--- config.mk ---
export PLATFORM = sky130hd
export DESIGN_NAME = ppzp_queue
export DESIGN_NICKNAME = d
export VERILOG_FILES = /design/src/hw/rtl/ppzp_pkg.sv /design/src/hw/rtl/ppzp_queue.sv
export SDC_FILE = /design/constraint.sdc
export NUM_CORES = 1
export LEC_CHECK = 0
export ABC_AREA = 0
export BUFFER_PORTS_ARGS = -buffer_cell sky130_fd_sc_hd__buf_2
export CORE_AREA = 2 2 87 89
export DETAILED_ROUTE_END_ITERATION = 10
export DIE_AREA = 0 0 89 91
export PLACE_DENSITY = 0.83
export SETUP_SLACK_MARGIN = 0.02
export SLEW_MARGIN = 20
export SYNTH_ARGS = -nofsm -noshare
export SYNTH_HDL_FRONTEND = slang
export SYNTH_SLANG_ARGS = --single-unit
--- constraint.sdc ---
create_clock -name i_clk -period 6.53 [get_ports i_clk]
set_input_delay 1.306 -clock i_clk [delete_from_list [all_inputs] [get_ports i_clk]]
set_output_delay 1.306 -clock i_clk [all_outputs]
set_load 0.1 [all_outputs]
--- src/hw/rtl/ppzp_pkg.sv ---
package ppzp_pkg;

    // Default screen grid.
    localparam int SCREEN_WIDTH_DEF  = 100;
    localparam int SCREEN_HEIGHT_DEF = 40;

    // Widest cell address the job word carries (256 x 256 cells).
    localparam int ADDR_MAX_W = 16;

    // Entries in the queue between front and back.
    localparam int QUEUE_DEPTH = 2;

    // Item operation codes.
    localparam logic [1:0] OP_CLEAR = 2'd0;
    localparam logic [1:0] OP_PLOT  = 2'd1;
    localparam logic [1:0] OP_READ  = 2'd2;
    localparam logic [1:0] OP_SPARE = 2'd3;

    // Job kinds handed from front to back.
    localparam logic [1:0] K_NONE  = 2'd0;
    localparam logic [1:0] K_CLEAR = 2'd1;
    localparam logic [1:0] K_PLOT  = 2'd2;
    localparam logic [1:0] K_READ  = 2'd3;

    // Configuration register indexes.
    localparam logic [2:0] REG_SIN_A        = 3'd0;
    localparam logic [2:0] REG_COS_A        = 3'd1;
    localparam logic [2:0] REG_SIN_B        = 3'd2;
    localparam logic [2:0] REG_COS_B        = 3'd3;
    localparam logic [2:0] REG_SIN_C        = 3'd4;
    localparam logic [2:0] REG_COS_C        = 3'd5;
    localparam logic [2:0] REG_PROJ_SCALE   = 3'd6;
    localparam logic [2:0] REG_DEPTH_OFFSET = 3'd7;

    localparam logic [7:0]  SPACE_CHAR = 8'd32;
    localparam logic [23:0] OOZ_MAX    = 24'hFFFFFF;

    typedef struct packed {
        logic signed [15:0] sin_a;
        logic signed [15:0] cos_a;
        logic signed [15:0] sin_b;
        logic signed [15:0] cos_b;
        logic signed [15:0] sin_c;
        logic signed [15:0] cos_c;
        logic [15:0]        proj_scale;
        logic [15:0]        depth_offset;
    } t_cfg;

    typedef struct packed {
        logic [1:0]            kind;
        logic [ADDR_MAX_W-1:0] addr;
        logic [23:0]           ooz;
        logic [7:0]            chr;
    } t_job;

endpackage

--- src/hw/rtl/ppzp_queue.sv ---
module ppzp_queue
import ppzp_pkg::*;
(
    input  logic i_clk,
    input  logic i_rst_n,
    input  logic i_push,
    input  t_job i_job,
    output logic o_full,
    input  logic i_pop,
    output t_job o_job,
    output logic o_empty
);

    localparam int QA_W = $clog2(QUEUE_DEPTH);

    t_job            r_mem [QUEUE_DEPTH];
    logic [QA_W-1:0] r_wp;
    logic [QA_W-1:0] r_rp;
    logic [QA_W:0]   r_cnt;

    assign o_full  = (r_cnt == (QA_W + 1)'(QUEUE_DEPTH));
    assign o_empty = (r_cnt == '0);
    assign o_job   = r_mem[r_rp];

    // Pointers and fill count.
    always_ff @(posedge i_clk) begin
        if (!i_rst_n) begin
            r_wp  <= '0;
            r_rp  <= '0;
            r_cnt <= '0;
        end else begin
            if (i_push) begin
                r_wp <= r_wp + 1'b1;
            end
            if (i_pop) begin
                r_rp <= r_rp + 1'b1;
            end
            if (i_push && !i_pop) begin
                r_cnt <= r_cnt + 1'b1;
            end else if (!i_push && i_pop) begin
                r_cnt <= r_cnt - 1'b1;
            end
        end
    end

    // Entry storage.
    always_ff @(posedge i_clk) begin
        if (i_push) begin
            r_mem[r_wp] <= i_job;
        end
    end

endmodule

* Word level (Yosys, flattened, before mapping) *
Memories as Yosys holds them, arrays and structs flattened. A register that Yosys moved wholly into a read port is not among the register bits.
Cells that the tools add are included.

storage, ports and cells
  bits in registers = 4
  bits in latches = 0
  bits in writable memories = 100
  memory bits (read-only) = 0
  memories = 1

operators by class
  add/subtract/negate cells = 4
  multipliers = 0
  div/mod/pow operators = 0
  magnitude comparators = 0
  equality and inequality tests = 1
  shifts and indexed selects = 0
  mux-type cells = 6
  bitwise gates (word level) = 0
  reduce and logical (&&, ||, !) cells = 6

memory list
  memory  depth  width  read ports  clocked after memory_dff  wr ports  RTL line          RTL
  r_mem   2      50     1           1                         1         ppzp_queue.sv:16  t_job r_mem [QUEUE_DEPTH];

operator list
  operator                                                            number
  1-bit two-way mux                                                   4
  2-bit two-way mux                                                   2
  1-bit adder, second input constant                                  2
  2-bit by 1-bit adder with 2-bit output, second input constant       1
  2-bit == test, second input constant                                1
  1-bit logical AND                                                   2
  1-bit zero test                                                     2
  2-bit zero test                                                     1
  2-bit nonzero test                                                  1
  2-bit by 1-bit subtractor with 2-bit output, second input constant  1

* Logic depth before layout (Yosys ltp) *
Gate-level depths: netlist (run 1).

  word-level depth = 4
  gate-level depth with buffers = 5
  gate-level depth less buffers = 5

* Worst setup path after synthesis (run 1) *
OpenSTA, ideal clock, no wires.

  path kind = input -> register
  start point = in i_push
  end point = mem r_mem[0][0] (netlist name), enable pin
  setup time = 465 ps
  data arrival time = 3,553 ps
  required time = 6,065 ps
  path slack = 2,512 ps
  stages = 1
  cell sequence = nor2b_1

on the way
  longest elaborated chain between the ends = 2

RTL lines
  what                                     RTL line          RTL
  start: declaration                       ppzp_queue.sv:6   input logic i_push,
  1-bit two-way mux                        ppzp_queue.sv:48  if (i_push) begin
  1-bit two-way mux (implied by the code)  ppzp_queue.sv:49  r_mem[r_wp] <= i_job;
  end: declaration                         ppzp_queue.sv:16

Every way passes these cells.

==> impl_metrics.tcl, run 1 <==
set metrics [dict create \
    outcome "finished clean" \
    syn_inst 178 \
    cts-root-buf "clkbuf_8" \
    yosysTopAreaCell "edfxtp_1" \
    core_area_um2 7140 \
    fin_hold_ws_ns 0.534 \
    dr.first_iter.drc_count 86 \
    finalCriticalPeriod_ns 3.18 \
    hold_buffers 0 \
    vdd_drop_max_uv 177 \
    worstSetupStartpointType "flip-flop" \
    required_ns 5.22 \
    cap_violations 0 \
    clk_latency_ns 0.34 \
    nets 345 \
    overflow 0 \
    final-hold-violation-count 0 \
    ys_ff_latch 105 \
    worstPathMaxFanout 50 \
    hold_class "flip-flop to flip-flop" \
    start_util 0.535 \
    place_area_um2 4460 \
    gp_routability_congestion 0.700 \
    finClkSkew_ns 0.00858 \
    area_growth_pct 21.0 \
    p_leak_nw 1.73 \
    drt_pre_antenna_iters 7 \
    vias_per_cell 4.91 \
    cts_made_buffers 9 \
    period_share 0.486 \
    fin_area_um2 4610 \
    slew_viol_final 0 \
    cts_tree "yes" \
    register_area_um2 3110 \
    dp_hpwl_mm 3.94 \
    numPortBuffers 105 \
    clockBufferDepth 2 \
    fmax_mhz 315 \
    synthesis.nets 233 \
    routedWlPerCell_um 15.6 \
    path_clk_slew_ns 0.09 \
    drc_errors 0 \
    crit_type "flip-flop to output pin" \
    cellPowerDensity_nw_per_um2 325 \
    synthesis.area_um2 3810 \
    die_area_um2 8100 \
    max_slew.worst_pin.slew_ns 0.660 \
    finalSetupTns_ns 0 \
    grt_pass1_vias 2002 \
    cts-resized-gates 0 \
    yosys.area.top_type_share 0.787 \
    place_ws_ns 3.70 \
    synth_cell_types 17 \
    cp-end-kind "output pin" \
    grt_first_pass_wirelength_mm 9.29 \
    diodes 0 \
    syn_area_per_cell_um2 21.4 \
    multiInputGateArea_um2 687 \
    grt_max_degree 51 \
    antenna_found_initial 0 \
    worst_slack_ns 3.35 \
    cp_slowest_cell "dfxtp_4" \
    grtUsageTotal 0.156 \
    std_cell_rows 31 \
    ys_seq_area_frac 0.813 \
    num-fill-cells 548 \
    postRouteAntennaNets 0 \
    rsz0062_at_grt "no" \
    setup_viol 0 \
    yosys-top-cells-area "edfxtp_1 79%, mux2_2 14%, dfxtp_1 2.6%" \
    ys_warn_count 0 \
    clock-sinks 105 \
    fp.dieW_um 89 \
    die_y_um 91 \
    drive_above_1_share 0.578 \
    finalWirelength_mm 6.14 \
    slew_headroom 0.560 \
    path_cells "mux2_2 > buf_2" \
    max_stage_delay_ns 0.77 \
    io-pin-count 106 \
    postCtsSetupBuffers 0 \
    critPathArrivalTime_ns 1.87 \
    route.vias.total 1930 \
    cts_max_level 3 \
    finalCoreUtilization 0.647 \
]
-- cell usage in the layout (no fill, tap or decap) --
| cell type | count |
|---|---|
| or3_1 | 1 |
| dfxtp_4 | 1 |
| and2_1 | 3 |
| clkinv_1 | 1 |
| ha_1 | 1 |
| clkbuf_1 | 2 |
| clkinv_2 | 2 |
| nor2b_4 | 1 |
| o21a_1 | 1 |
| a21boi_1 | 1 |
| edfxtp_1 | 100 |
| clkinvlp_4 | 1 |
| nor2_1 | 1 |
| buf_4 | 2 |
| xor2_1 | 2 |
| mux2_1 | 3 |
| o21ai_0 | 1 |
| nor2b_1 | 1 |
| and2_2 | 1 |
| xnor2_1 | 1 |
| and2b_2 | 1 |
| mux2_2 | 47 |
| buf_2 | 105 |
| dfxtp_1 | 4 |
| clkbuf_8 | 9 |
| inv_1 | 1 |
-- cells by family (layout without fill, tap and decap cells) --
group / after synthesis / count (layout) / synth area share
fa+ha+maj: 1 / 1 / 0.00328
simple gates: 9 / 9 / 0.0148
xor+xnor: 3 / 3 / 0.00689
compound gates: 3 / 3 / 0.00525
flops: 105 / 105 / 0.813
buf+inv: 7 / 123 / 0.00885
mux: 50 / 50 / 0.148
-- registers in the layout, indices dropped and copies added, names as in the netlist, named ones only --
signal,flops
r_mem,100
r_cnt,2
r_rp,1
r_wp,1
-- routing by layer --
| layer | global-route usage | up-vias | part of all wire |
|---|---|---|---|
| met5 | 0 | - | 0 |
| met3 | 0.0491 | 8 | 0.066 |
| met2 | 0.269 | 73 | 0.53 |
| li1 | - | 912 | - |
| met4 | 0.0634 | 0 | 0.014 |
| met1 | 0.175 | 937 | 0.39 |
-- critical path: cells and delay by family, from the launching register on --
kind	cells	cell delay [ns]
flops	1	0.77
mux	1	0.42
buf+inv	1	0.29
-- power by group --
part / internal [mW] / total, mW / switching [mW]
combinational: 0.0715 / 0.369 / 0.298
clock: 0.135 / 0.331 / 0.196
sequential: 0.776 / 0.797 / 0.0211
total: 0.982 / 1.50 / 0.515
-- final cells by class --
class	count	share of cell area
sequential	105	0.673
timing repair buffer	107	0.117
tap	99	0.0268
multi-input combinational	66	0.149
clock inverter	4	0.00461
clock buffer	11	0.0285
inverter	1	0.000813
-- per-stage QoR --
stage	std cells	power (mW)
6_report	393	1.50
2_1_floorplan	178	1.12
4_1_cts	393	1.51
3_5_place_dp	378	1.18
5_1_grt	393	1.55
3_3_place_gp	378	1.18
-- path summary, 6_finish.rpt --
kind	startpoint	to	slack, ns	depth (start not counted)
min	r_cnt[1]	r_cnt[1]	0.53	2
max reg2reg	r_wp	r_mem[1][24]	4.77	2
max	flip-flop	o_job[34]	3.35	2
min reg2reg	r_cnt[1]	r_cnt[1]	0.53	2
-- cells in the mapped netlist --
cell / instances
edfxtp_1: 100
o21ai_0: 1
o21a_1: 1
dfxtp_1: 5
and2b_2: 1
inv_1: 1
a21boi_1: 1
ha_1: 1
buf_2: 6
nor2_1: 1
or3_1: 1
xnor2_1: 1
nor2b_1: 2
mux2_2: 47
xor2_1: 2
and2_1: 4
mux2_1: 3
Note: power is estimated with default switching activity, not from simulation.
==> inputs of run 2 (changes only) <==
Settings changed: CORE_AREA 2 2 87 89 to 2 2 90 92, DIE_AREA 0 0 89 91 to 0 0 92 94, PLACE_DENSITY 0.83 to 0.79.
Clock period 6.53 ns to 3.1 ns, I/O delays scaled along.
==> run 2 against run 1 <==
- combinational power up 120%
- hold slack worse by 0.090 ns
- routed wire length up 2.0%
- clock skew down 0.0029 ns
- power up 110%
- global-route usage down 0.56 points
- cell count up 1.8%
- critical endpoint is now o_job[36]
- largest power group unchanged
- highest routed layer unchanged
==> impl_metrics.tcl, run 2 (synthesis gave the netlist of run 1 again) <==
set metrics [dict create \
    outcome "finished clean" \
    rsz0062_at_grt "no" \
    cap_violations 0 \
    slew_viol_final 0 \
    numPortBuffers 105 \
    hold_buffers 0 \
    cts_tree "yes" \
    setup_viol 0 \
    antenna_found_initial 0 \
    cts_max_level 3 \
    io-pin-count 106 \
    die_area_um2 8650 \
    place_inst 384 \
    drive_above_1_share 0.591 \
    fp.dieW_um 92 \
    cts-root-buf "clkbuf_8" \
    overflow 0 \
    core_area_um2 7610 \
    start_util 0.501 \
    area_growth_pct 22.4 \
    dr.first_iter.drc_count 130 \
    cts-resized-gates 0 \
    nets 348 \
    path_clk_slew_ns 0.10 \
    regMostFlops "r_mem" \
    grt_pass1_vias 2066 \
    period_share 0.845 \
    grt_first_pass_wirelength_mm 9.65 \
    postRouteAntennaNets 0 \
    routedWlPerCell_um 15.7 \
    grtUsageTotal 0.150 \
    route.vias.total 1957 \
    cp_slowest_cell "dfxtp_2" \
    worstPathMaxFanout 20 \
    final_common_cell "buf_2" \
    slew_headroom 0.604 \
    worstSetupStartpointType "flip-flop" \
    hold_class "input port to flip-flop" \
    drt_pre_antenna_iters 4 \
    gp_routability_congestion 0.678 \
    vdd_drop_max_uv 388 \
    std_cell_rows 32 \
    grt_max_degree 29 \
    diodes 0 \
    postCtsSetupBuffers 0 \
    cp-end-kind "output pin" \
    dp_hpwl_mm 4.25 \
    largest_reg_flops 100 \
    drc_errors 0 \
    clockBufferDepth 2 \
    cellPowerDensity_nw_per_um2 684 \
    required_ns 2.48 \
    fmax_mhz 382 \
    fin_cells 400 \
    clk_latency_ns 0.35 \
    max_slew.worst_pin.slew_ns 0.595 \
    reg_top3 "r_mem: 100 flops, r_cnt: 2 flops" \
    finClkSkew_ns 0.00567 \
    max_stage_delay_ns 0.59 \
    finalWirelength_mm 6.27 \
    p_leak_nw 1.76 \
    final-hold-violation-count 0 \
    finalSetupTns_ns 0 \
    die_y_um 94 \
    finalCriticalPeriod_ns 2.62 \
    path_cells "buf_4 > mux2_2 > buf_2" \
    cts_made_buffers 9 \
    crit_type "flip-flop to output pin" \
    clock-sinks 105 \
    vias_per_cell 4.89 \
    mostFrequentLayoutCells "105 x buf_2, 100 x edfxtp_1, 47 x mux2_2" \
    critPathArrivalTime_ns 2.00 \
]
run 2: metrics by stage:
stage	hold WS, ns	instance area, um^2	setup WS (ns)	util	power [mW]
4_1_cts	0.430	4670	0.434	0.614	3.22
2_1_floorplan	0.466	3820	0.714	-	2.36
6_report	0.445	4670	0.480	0.614	3.19
3_5_place_dp	0.511	4500	0.838	0.591	2.50
5_1_grt	0.421	4670	0.373	0.614	3.30
3_3_place_gp	0.478	4500	0.857	0.591	2.49
run 2: area by class of cell:
cell class                      instances  area, um^2
Clock buffer                            9         124
Clock inverter                          7        46.3
Fill cell                             578        2940
Inverter                                1        3.75
Multi-Input combinational cell         66         687
Sequential cell                       105        3100
Tap cell                              102         128
Timing Repair Buffer                  110         576
run 2: path summary, 6_finish.rpt:
check	cells past startpoint	endpoint	slack, ns	from
max	3	o_job[36]	0.48	flip-flop
min	1	r_mem[1][37]	0.44	i_job[37]
max reg2reg	2	r_mem[1][40]	1.54	r_wp
min reg2reg	2	r_cnt[1]	0.53	r_cnt[1]
run 2: metal layers:
layer | GRT usage | up-vias | wire [um]
met5 | 0 | - | 0
met4 | 0.0622 | 0 | 91
met3 | 0.0530 | 10 | 429
met2 | 0.259 | 70 | 3220
met1 | 0.170 | 956 | 2520
li1 | - | 921 | -
run 2: power breakdown:
part           internal [mW]  switching [mW]  leakage [nW]
sequential              1.63          0.0282         0.980
clock                  0.290           0.439        0.0830
combinational          0.157           0.645         0.693
total                   2.08            1.11          1.76
run 2: worst max-delay path, delay by kind of cell, from the launching register on:
| family | cells | cell delay, ns |
|---|---|---|
| flops | 1 | 0.59 |
| mux | 1 | 0.38 |
| buf+inv | 2 | 0.66 |
